## src/sv/alternating_bit_receiver_macros.svh

```systemverilog
// Assertion macros used by the alternating bit receiver module.
// Depends on a clock named clock and a synchronous reset named reset in scope.
`ifndef ALTERNATING_BIT_RECEIVER_MACROS_SVH
`define ALTERNATING_BIT_RECEIVER_MACROS_SVH

// Same-cycle implication, checked outside reset.
`define ABR_ASSERT_IMP(label, ante, cons, msg) \
   label: assert property (@(posedge clock) disable iff (reset) (ante) |-> (cons)) \
      else $error(msg);

// Next-cycle implication, checked outside reset.
`define ABR_ASSERT_NXT(label, ante, cons, msg) \
   label: assert property (@(posedge clock) disable iff (reset) (ante) |=> (cons)) \
      else $error(msg);

`endif

```

## src/sv/abr_pkg.sv

```systemverilog
// Shared constants and types for the alternating bit receiver.
// No dependencies; imported by abr_byte_track and alternating_bit_receiver.
package abr_pkg;

   localparam int MAX_PACKET   = 1024;
   localparam int POS_W        = $clog2(MAX_PACKET + 1);
   localparam int HEADER_BYTES = 4;
   localparam logic [7:0] DIGIT_ZERO = 8'd48;

   typedef logic [POS_W-1:0] abr_pos_type;

   typedef struct packed {
      logic corrupt;
      logic wrong_sequence;
   } abr_verdict_type;

endpackage

```

## src/sv/abr_byte_track.sv

```systemverilog
// Per-packet byte tracker: header capture, sequence byte and signed checksum sum.
// Depends on abr_pkg; yields the packet verdict for the byte being consumed.
module abr_byte_track (
   input  logic                     clock,
   input  logic                     reset,
   input  logic                     step,
   input  logic [7:0]               data_byte,
   input  logic                     last_byte,
   input  logic                     expected_bit,
   output abr_pkg::abr_verdict_type verdict
);
   import abr_pkg::*;

   abr_pos_type pos_ff, pos_in;
   logic [31:0] sum_ff, sum_in;
   logic [31:0] header_ff, header_in;
   logic        hdr_zero_ff, hdr_zero_in;
   logic        stopped_ff, stopped_in;
   logic [7:0]  seq_ff, seq_in;

   logic        in_range;
   logic        hz_final;
   logic [31:0] sum_final;
   logic [7:0]  seq_expect;

   always_comb begin
      in_range    = pos_ff < POS_W'(MAX_PACKET);
      pos_in      = pos_ff;
      sum_in      = sum_ff;
      header_in   = header_ff;
      hdr_zero_in = hdr_zero_ff;
      stopped_in  = stopped_ff;
      seq_in      = seq_ff;
      if (in_range) begin
         pos_in = pos_ff + POS_W'(1);
         if (pos_ff < POS_W'(HEADER_BYTES)) begin
            case (pos_ff[1:0])
               2'd0:    header_in[7:0]   = data_byte;
               2'd1:    header_in[15:8]  = data_byte;
               2'd2:    header_in[23:16] = data_byte;
               default: header_in[31:24] = data_byte;
            endcase
            if (data_byte == 8'd0) begin
               hdr_zero_in = 1'b1;
            end
         end else begin
            if (pos_ff == POS_W'(HEADER_BYTES)) begin
               seq_in = data_byte;
            end
            if (!stopped_ff) begin
               // stop summing at the first zero byte
               if (data_byte == 8'd0) begin
                  stopped_in = 1'b1;
               end else begin
                  sum_in = sum_ff + {{24{data_byte[7]}}, data_byte};
               end
            end
         end
      end
   end

   always_comb begin
      hz_final   = hdr_zero_in || (pos_in < POS_W'(HEADER_BYTES));
      sum_final  = hz_final ? 32'd0 : sum_in;
      seq_expect = DIGIT_ZERO + {7'd0, expected_bit};
      verdict.corrupt        = header_in != ~sum_final;
      verdict.wrong_sequence = (pos_in <= POS_W'(HEADER_BYTES)) || (seq_in != seq_expect);
   end

   always_ff @(posedge clock) begin
      if (reset || (step && last_byte)) begin
         pos_ff      <= '0;
         sum_ff      <= '0;
         header_ff   <= '0;
         hdr_zero_ff <= 1'b0;
         stopped_ff  <= 1'b0;
         seq_ff      <= '0;
      end else if (step) begin
         pos_ff      <= pos_in;
         sum_ff      <= sum_in;
         header_ff   <= header_in;
         hdr_zero_ff <= hdr_zero_in;
         stopped_ff  <= stopped_in;
         seq_ff      <= seq_in;
      end
   end

endmodule

```

## src/sv/alternating_bit_receiver.sv

```systemverilog
// Alternating bit receiver: one packet byte per request, one response per packet.
// A final byte passes the byte stage and then the response register before its response is valid.
// Throughput: one request per cycle while req_stall is low; the byte stage and response register set it.
// A final byte waits in the byte stage only while an earlier response is stalled.
// Synchronous active-high reset clears packet state, expected bit and first-packet flag.
// Depends on abr_pkg, abr_byte_track and alternating_bit_receiver_macros.svh.
`include "alternating_bit_receiver_macros.svh"

module alternating_bit_receiver (
   input  logic       clock,
   input  logic       reset,
   input  logic       req_valid,
   output logic       req_stall,
   input  logic [7:0] req_data_byte,
   input  logic       req_last_byte,
   output logic       rsp_valid,
   input  logic       rsp_stall,
   output logic       rsp_deliver,
   output logic       rsp_ack_bit,
   output logic       rsp_corrupt,
   output logic       rsp_wrong_sequence
);
   import abr_pkg::*;

   logic            s1_valid_ff;
   logic [7:0]      s1_byte_ff;
   logic            s1_last_ff;
   logic            s1_go;
   logic            req_take;
   logic            rsp_take;
   logic            finish;

   logic            expected_bit_ff, expected_bit_in;
   logic            once_ff, once_in;
   logic            out_valid_ff;
   logic            deliver_in;
   abr_verdict_type verdict;

   abr_byte_track u_track (
      .clock        (clock),
      .reset        (reset),
      .step         (s1_go),
      .data_byte    (s1_byte_ff),
      .last_byte    (s1_last_ff),
      .expected_bit (expected_bit_ff),
      .verdict      (verdict)
   );

   // a final byte needs room in the response register; other bytes always advance
   assign s1_go     = s1_valid_ff && (!s1_last_ff || !out_valid_ff || !rsp_stall);
   assign req_stall = s1_valid_ff && !s1_go;
   assign req_take  = req_valid && !req_stall;
   assign rsp_take  = out_valid_ff && !rsp_stall;
   assign finish    = s1_go && s1_last_ff;
   assign rsp_valid = out_valid_ff;

   always_comb begin
      deliver_in      = !((verdict.corrupt || verdict.wrong_sequence) && once_ff);
      expected_bit_in = expected_bit_ff;
      once_in         = once_ff;
      if (finish && deliver_in) begin
         expected_bit_in = ~expected_bit_ff;
         once_in         = 1'b1;
      end
   end

   always_ff @(posedge clock) begin
      if (reset) begin
         s1_valid_ff     <= 1'b0;
         out_valid_ff    <= 1'b0;
         expected_bit_ff <= 1'b0;
         once_ff         <= 1'b0;
      end else begin
         if (req_take) begin
            s1_valid_ff <= 1'b1;
         end else if (s1_go) begin
            s1_valid_ff <= 1'b0;
         end
         if (finish) begin
            out_valid_ff <= 1'b1;
         end else if (rsp_take) begin
            out_valid_ff <= 1'b0;
         end
         expected_bit_ff <= expected_bit_in;
         once_ff         <= once_in;
      end
   end

   always_ff @(posedge clock) begin
      if (req_take) begin
         s1_byte_ff <= req_data_byte;
         s1_last_ff <= req_last_byte;
      end
      if (finish) begin
         rsp_deliver        <= deliver_in;
         // acknowledge the expected bit on delivery, the previous one otherwise
         rsp_ack_bit        <= deliver_in ? expected_bit_ff : ~expected_bit_ff;
         rsp_corrupt        <= verdict.corrupt;
         rsp_wrong_sequence <= verdict.wrong_sequence;
      end
   end

   `ABR_ASSERT_NXT(a_final_loads_rsp, finish, rsp_valid, "final byte did not load a response")
   `ABR_ASSERT_IMP(a_drop_has_cause, rsp_valid && !rsp_deliver,
      rsp_corrupt || rsp_wrong_sequence, "packet dropped without a fault flag")
   `ABR_ASSERT_IMP(a_ack_is_previous, rsp_valid, rsp_ack_bit != expected_bit_ff,
      "ack bit does not match the toggled expected bit")
   `ABR_ASSERT_NXT(a_bit_moves_on_finish, !finish, $stable(expected_bit_ff),
      "expected bit changed without a packet end")

endmodule

```

## config.mk

```make
export PLATFORM = sky130hd
export DESIGN_NAME = alternating_bit_receiver
export DESIGN_NICKNAME = d
export VERILOG_FILES = /design/src/sv/abr_pkg.sv /design/src/sv/abr_byte_track.sv /design/src/sv/alternating_bit_receiver.sv
export VERILOG_INCLUDE_DIRS = /design/src /design/src/sv
export SDC_FILE = /design/constraint.sdc
export NUM_CORES = 1
export LEC_CHECK = 0
export BUFFER_PORTS_ARGS = -buffer_cell sky130_fd_sc_hd__buf_2
export CAP_MARGIN = 20
export CORE_UTILIZATION = 48
export DETAILED_ROUTE_END_ITERATION = 10
export PLACE_DENSITY = 0.63
export SETUP_SLACK_MARGIN = 0.15
export SYNTH_ARGS = -nofsm -noshare
export SYNTH_HDL_FRONTEND = slang
export SYNTH_SLANG_ARGS = --single-unit
```

## constraint.sdc

```tcl
create_clock -name clock -period 4.6 [get_ports clock]
set_input_delay 0.46 -clock clock [delete_from_list [all_inputs] [get_ports clock]]
set_output_delay 0.46 -clock clock [all_outputs]
set_load 0.03 [all_outputs]
```

==> metrics, run 1 <==
RSZ-0062 raised after global routing yes; ys flop type dfxtp_1; clock sinks 102; CTS Root Cell clkbuf_16; via/cell ratio 6.25; fmax 231 MHz; Synth cell types 84; Netlist Area Pre-Place 0.00793 mm2; vias in the first global route 7,300; Max Root-Sink Buffers 2; capture point of the worst reg-to-reg path expected_bit_ff$_SDFFE_PP0P_; MaxCap Viol Count 0; Synth async-reset ratio 0%; Seq/Total Area, Yosys 27.4%; post-synthesis register bit count 102; Port Buffers 18; area of the multi-input gates 0.00576 mm2; Layout area overhead 19.0%; status finished, final reports clean; grt ovf 0; Worst Hold End s1_byte_ff[4]$_DFFE_PP_; I/O pins 19; nets 1,115; post-route clock skew 10.8 ps; CP startpoint s1_byte_ff[7]$_DFFE_PP_; first-pass GRT wire length 39,600 um; Yosys top cell by area dfxtp_1; worst path required time 4900 ps; count leader, synth nor2_1; leak pwr 3.37 nW; final worst setup slack 270 ps; TritonCTS clock tree built; Tmin final 4330 ps; CP startpoint kind register; initial antenna violation count 0; r2r setup slk 270 ps; Final Hold Viols 0; Clock Latency Late Sink 370 ps; layout cells sized above 1 19.9%; drt first-iter violations 727; synthesized area per cell 7.78 um2; routability congestion estimate 0.971; synth warn 0; Data arrival, critical path 4630 ps; WL final 25,900 um; P per Cell Area 231 mW/mm2; crit end category register; Worst Hold Class in -> reg; Clock transition at path regs 90 ps; worst IR drop on VDD 0.194 mV; # fillers 1,522; diode count 0; CP max FO 7; Residual DRC 0; Synth Instances 1,019; Die Ht 130 um; global router's overall resource usage 30.6%; Final Power 2.18 mW; Reg area 0.00217 mm2; Num CTS Buffers 9; die area 0.0170 mm2; FF-to-FF path depth 17; Mapped Nets 1,069; Post-Place Setup Slack -18.8 ps; final core utilization 58.9%; commonest cells in the synthesized netlist nor2_1, nand2_1, a21oi_1, dfxtp_1, clkbuf_1; period utilization 94.1%; DIE WIDTH 130 um; Hold Path Depth 1; initial cell density of the core 49.5%; Least-Margin Pin Slew 920 ps; Synth area leaders dfxtp_1, nor2_1, ha_1, a21oi_1, mux2i_1; Rel. slew slack 38.6%; hold buffers post-CTS 0; core box area 0.0160 mm2; Routed Antenna Nets 0; Pins Over Slew Limit 0; Post-synth EDFFs 13; Post-DP HPWL 19,000 um; r2r startpoint s1_byte_ff[7]$_DFFE_PP_; # setup viols final 0; crit path kind reg -> reg; largest net degree at the start of global routing 74; drt first pass iters 5; WL per Instance 20.1 um; floorplan row count 46; HP Start req_data_byte[4]; vias post-DR 8,036; Synth top area share 22.5%; CTS HTree Levels 3
[logic make-up (layout without fill, tap and decap cells)]
group	count (synthesis)	after routing	share of synthesized area, %
AND/OR/NAND/NOR	398	398	25.1
adder cells (fa/ha/maj)	37	37	5.94
flip-flops	102	102	27.4
multiplexers	57	57	7.74
buffers and inverters	95	146	5.00
XOR/XNOR	31	31	3.43
AO/OA/AOI/OAI	299	299	25.4
[critical path, stage by stage, from the launching register on]
cell       delay (ps)
edfxtp_1          450
buf_12            180
buf_4             140
ha_4              300
and4_1            210
nor2b_2           150
a21boi_4          240
o211ai_1          170
a2111o_1          550
buf_6             160
nand3_1           110
o211ai_1          120
a2111oi_2         240
nand4_1           150
a2111o_1          390
o31a_1            260
or3_1             310
a21oi_1           140
[cell type report]
type / instances / share of cell area, %
repair buffers: 106 / 8.94
inverters: 24 / 0.955
well taps: 216 / 2.87
flip-flops and latches: 102 / 23.0
multi-input cells: 822 / 61.0
clock buffers: 9 / 2.39
clock inverters: 7 / 0.783
[flip-flops by register name, summed over array words and instances, names as in the netlist, 8 cells and up]
name	count
u_track.seq_ff	8
u_track.pos_ff	11
u_track.sum_ff	32
s1_byte_ff	8
u_track.header_ff	32
[per-stage QoR]
stage / TNS (ps) / std cells / hold WS [ps] / cell area, um2
after CTS: 0 / 1274 / 250 / 8950
after global placement: 0 / 1257 / 448 / 8600
after global routing: 0 / 1286 / 247 / 9430
after detailed placement: -46.5 / 1257 / 470 / 8600
final: 0 / 1286 / 256 / 9430
after floorplan: 0 / 1019 / 438 / 7940
[repair_timing]
action / in CTS / in global routing
pin swaps: 3 / 23
buffers inserted: 1 / 9
gates resized for setup: 13 / 67
cloned: 0 / 2
setup endpoints to repair: 4 / 4
[how the worst max path moves through the flow]
| stage | end | slack, ps | cells after the start |
|---|---|---|---|
| floorplan | expected_bit_ff$_SDFFE_PP0P_ | 150 | 15 |
| global placement | expected_bit_ff$_SDFFE_PP0P_ | 30 | 15 |
| detailed placement | expected_bit_ff$_SDFFE_PP0P_ | -20 | 14 |
| CTS | expected_bit_ff$_SDFFE_PP0P_ | 160 | 15 |
| global route | expected_bit_ff$_SDFFE_PP0P_ | 120 | 16 |
| finish | expected_bit_ff$_SDFFE_PP0P_ | 270 | 17 |
[report_power, final]
group / total, mW / internal, mW / switching (mW)
Clock: 0.797 / 0.386 / 0.411
Sequential: 0.948 / 0.928 / 0.0200
Combinational: 0.433 / 0.171 / 0.262
[cell usage in the layout (no fill, tap or decap), types with 6 or more instances in the layout]
| cell | n |
|---|---|
| a21o_1 | 11 |
| buf_2 | 18 |
| and4_1 | 8 |
| xor2_1 | 15 |
| mux2i_1 | 40 |
| a2111oi_0 | 6 |
| nor2_1 | 129 |
| a211oi_1 | 40 |
| a21oi_2 | 9 |
| o21ai_0 | 35 |
| ha_1 | 23 |
| o21a_1 | 10 |
| or4_1 | 6 |
| ha_4 | 9 |
| nor2b_1 | 6 |
| nor4_1 | 8 |
| and2_1 | 8 |
| mux2_2 | 14 |
| or3_1 | 14 |
| a31oi_1 | 12 |
| nand4_1 | 29 |
| xnor2_1 | 13 |
| o211ai_1 | 8 |
| buf_4 | 80 |
| inv_1 | 24 |
| dfxtp_1 | 89 |
| nand3_1 | 26 |
| a21oi_1 | 78 |
| nor3_1 | 16 |
| nand2_1 | 92 |
| edfxtp_1 | 13 |
| and3_1 | 10 |
| o21ai_1 | 8 |
| clkbuf_16 | 11 |
[routing by layer]
layer,track usage (%),vias to the layer above,part of all wire [%]
met4,13.1,0,3.4
met2,48.7,270,45
met1,41.2,3786,46
met3,4.56,57,6.2
li1,-,3923,-
met5,0,-,0
(Power assumes the default switching activity.)
==> run 2, diff against run 1 <==
--- a/config.mk
+++ b/config.mk
@@ -8,10 +8,14 @@
 export LEC_CHECK = 0
 export BUFFER_PORTS_ARGS = -buffer_cell sky130_fd_sc_hd__buf_2
 export CAP_MARGIN = 20
-export CORE_UTILIZATION = 48
+export CELL_PAD_IN_SITES_DETAIL_PLACEMENT = 0
+export CELL_PAD_IN_SITES_GLOBAL_PLACEMENT = 2
+export CORE_MARGIN = 2
+export CORE_UTILIZATION = 35
 export DETAILED_ROUTE_END_ITERATION = 10
-export PLACE_DENSITY = 0.63
+export PLACE_DENSITY = 0.73
 export SETUP_SLACK_MARGIN = 0.15
 export SYNTH_ARGS = -nofsm -noshare
 export SYNTH_HDL_FRONTEND = slang
+export SYNTH_HIERARCHICAL = 1
 export SYNTH_SLANG_ARGS = --single-unit
==> metrics, run 2 <==
WL per Instance 19.5 um; synthesized area per cell 8.26 um2; internal power 1.47 mW; Mapped Nets 911; core box area 0.0201 mm2; Die Ht 147 um; commonest cells in the synthesized netlist nor2_1, dfxtp_1, nand2_1, mux2i_1, a21oi_1; Num CTS Buffers 9; CTS Root Cell clkbuf_16; crit end category register; area of the multi-input gates 0.00494 mm2; Seq/Total Area, Yosys 30.6%; Synth top area share 25.1%; capture point of the worst reg-to-reg path expected_bit_ff$_SDFFE_PP0P_; Post-DP HPWL 18,000 um; WL final 23,800 um; CP startpoint s1_byte_ff[1]$_DFFE_PP_; Gate power share 19.0%; floorplan row count 52; status finished, final reports clean; via/cell ratio 5.61; Hold Path Depth 1; vias in the first global route 6,687; Clock transition at path regs 80 ps; Post-synth EDFFs 13; Seq pwr share 44.9%; Max Root-Sink Buffers 2; worst IR drop on VDD 0.167 mV; grt ovf 0; MaxCap Viol Count 0; HP Start req_data_byte[7]; Residual DRC 0; Final Hold Viols 0; r2r startpoint s1_byte_ff[1]$_DFFE_PP_; first-pass GRT wire length 37,700 um; crit path kind reg -> reg; synth warn 6; worst path required time 4850 ps; initial antenna violation count 0; Synth Instances 861; Clk pwr share 36.1%; r2r setup slk 90 ps; FF-to-FF path depth 19; # fillers 2,026; routability congestion estimate 0.897; Clock Latency Late Sink 350 ps; diode count 0; Yosys top cell by area dfxtp_1; Synth async-reset ratio 0%; layout cells sized above 1 20.5%; I/O pins 19; # setup viols final 0; Rel. slew slack 35.6%; hold buffers post-CTS 0; post-route clock skew 9.90 ps; Synth cell types 76; count leader, synth nor2_1; CP startpoint kind register; clock sinks 102; drt first pass iters 5; Largest regs u_track/header_ff (32), u_track/sum_ff (32), u_track/pos_ff (11); post-synthesis register bit count 102; Reg area 0.00217 mm2; die area 0.0215 mm2; Pins Over Slew Limit 0; Least-Margin Pin Slew 966 ps; global router's overall resource usage 22.2%; Finished Layout Cells 1,219; final core utilization 43.0%; DP Cell Count 1,198; CTS HTree Levels 3; Tmin final 4510 ps; commonest cells after routing, fill and taps aside nor2_1, buf_4, dfxtp_1; Synth area leaders dfxtp_1, mux2i_1, nor2_1, ha_1, edfxtp_1; most common cell after layout, fill and taps aside nor2_1; Net Sw Power 648 uW; fmax 222 MHz; P per Cell Area 245 mW/mm2; DIE WIDTH 147 um; Worst Hold End s1_byte_ff[7]$_DFFE_PP_; Data arrival, critical path 4760 ps; initial cell density of the core 35.4%; ys flop type dfxtp_1; vias post-DR 6,838; CP max FO 4; TritonCTS clock tree built; Layout area overhead 21.7%; RSZ-0062 raised after global routing yes; Netlist Area Pre-Place 0.00711 mm2; largest net degree at the start of global routing 45; sw frac 30.6%; Routed Antenna Nets 0; drt first-iter violations 520; nets 994; period utilization 98.1%; Worst Hold Class in -> reg; leak pwr 3.48 nW; Port Buffers 18
[run 2: timing repair]
| action | CTS | global route |
|---|---|---|
| endpoints found under the setup margin | 4 | 3 |
| resized for setup | 18 | 24 |
| pin swaps | 17 | 16 |
| buffers inserted | 3 | 2 |
[run 2: power groups by stage]
stage	logic (mW)	clock network [mW]	registers (mW)
4_1_cts	0.388	0.787	0.950
6_report	0.403	0.765	0.950
3_5_place_dp	0.380	0	0.970
2_1_floorplan	0.239	0	0.968
3_3_place_gp	0.376	0	0.969
5_1_grt	0.440	0.820	0.954
[run 2: cell families after synthesis]
kind of cell | after synthesis | share of synthesized area (%)
buffers and inverters | 61 | 3.45
xor gates and xnor gates | 39 | 4.80
adders and majority gates | 37 | 6.62
and+or+nand+nor | 308 | 20.3
muxes | 83 | 12.0
AOI/OAI and AO/OA | 231 | 22.2
DFF | 102 | 30.6
[run 2: worst max path at each step]
stage | endpoint | slack [ps] | cells past startpoint
2_1_floorplan | expected_bit_ff$_SDFFE_PP0P_ | 370 | 17
3_3_place_gp | expected_bit_ff$_SDFFE_PP0P_ | -330 | 18
3_5_place_dp | expected_bit_ff$_SDFFE_PP0P_ | -360 | 18
4_1_cts | expected_bit_ff$_SDFFE_PP0P_ | 160 | 16
5_1_grt | expected_bit_ff$_SDFFE_PP0P_ | -140 | 18
6_report | expected_bit_ff$_SDFFE_PP0P_ | 90 | 19
[run 2: metrics by stage]
stage | power, mW | instance area (um2) | setup slack, ps | hold WS, ps | TNS [ps]
global route | 2.21 | 8650 | -140 | 264 | -234
floorplan | 1.21 | 7110 | 371 | 437 | 0
global placement | 1.35 | 8100 | -326 | 453 | -553
detailed placement | 1.35 | 8100 | -359 | 463 | -633
finish | 2.12 | 8650 | 88.8 | 283 | 0
CTS | 2.12 | 8510 | 159 | 273 | 0
[run 2: cell type report]
| class | count | area share (%) |
|---|---|---|
| flip-flops and latches | 102 | 25.1 |
| clock inverters | 6 | 0.636 |
| inverters | 14 | 0.607 |
| repair buffers | 119 | 10.0 |
| multi-input cells | 698 | 57.1 |
| clock buffers | 10 | 2.65 |
| well taps | 270 | 3.90 |
[run 2: layer usage]
metal  GRT usage [%]  up-vias  wire length (um)
met5               0        -                 0
met4            3.64        0               180
met3            3.25       11               898
met2            37.9      125             11600
met1            30.2     3348             11200
li1                -     3354                 -
[run 2: critical path: stages (launching register included)]
cell and delay (ps):
edfxtp_1 380, buf_4 150, ha_4 230, a211oi_4 230, buf_4 160, o211ai_1 130
buf_4 190, a21o_1 180, a31oi_4 190, xnor2_1 90, or4_4 530, a31oi_4 170
nand4b_1 120, and4b_1 280, nand3_2 110, a2111oi_4 380, o2111ai_4 240, o21ai_2 200
nand4_1 120, mux2_4 320
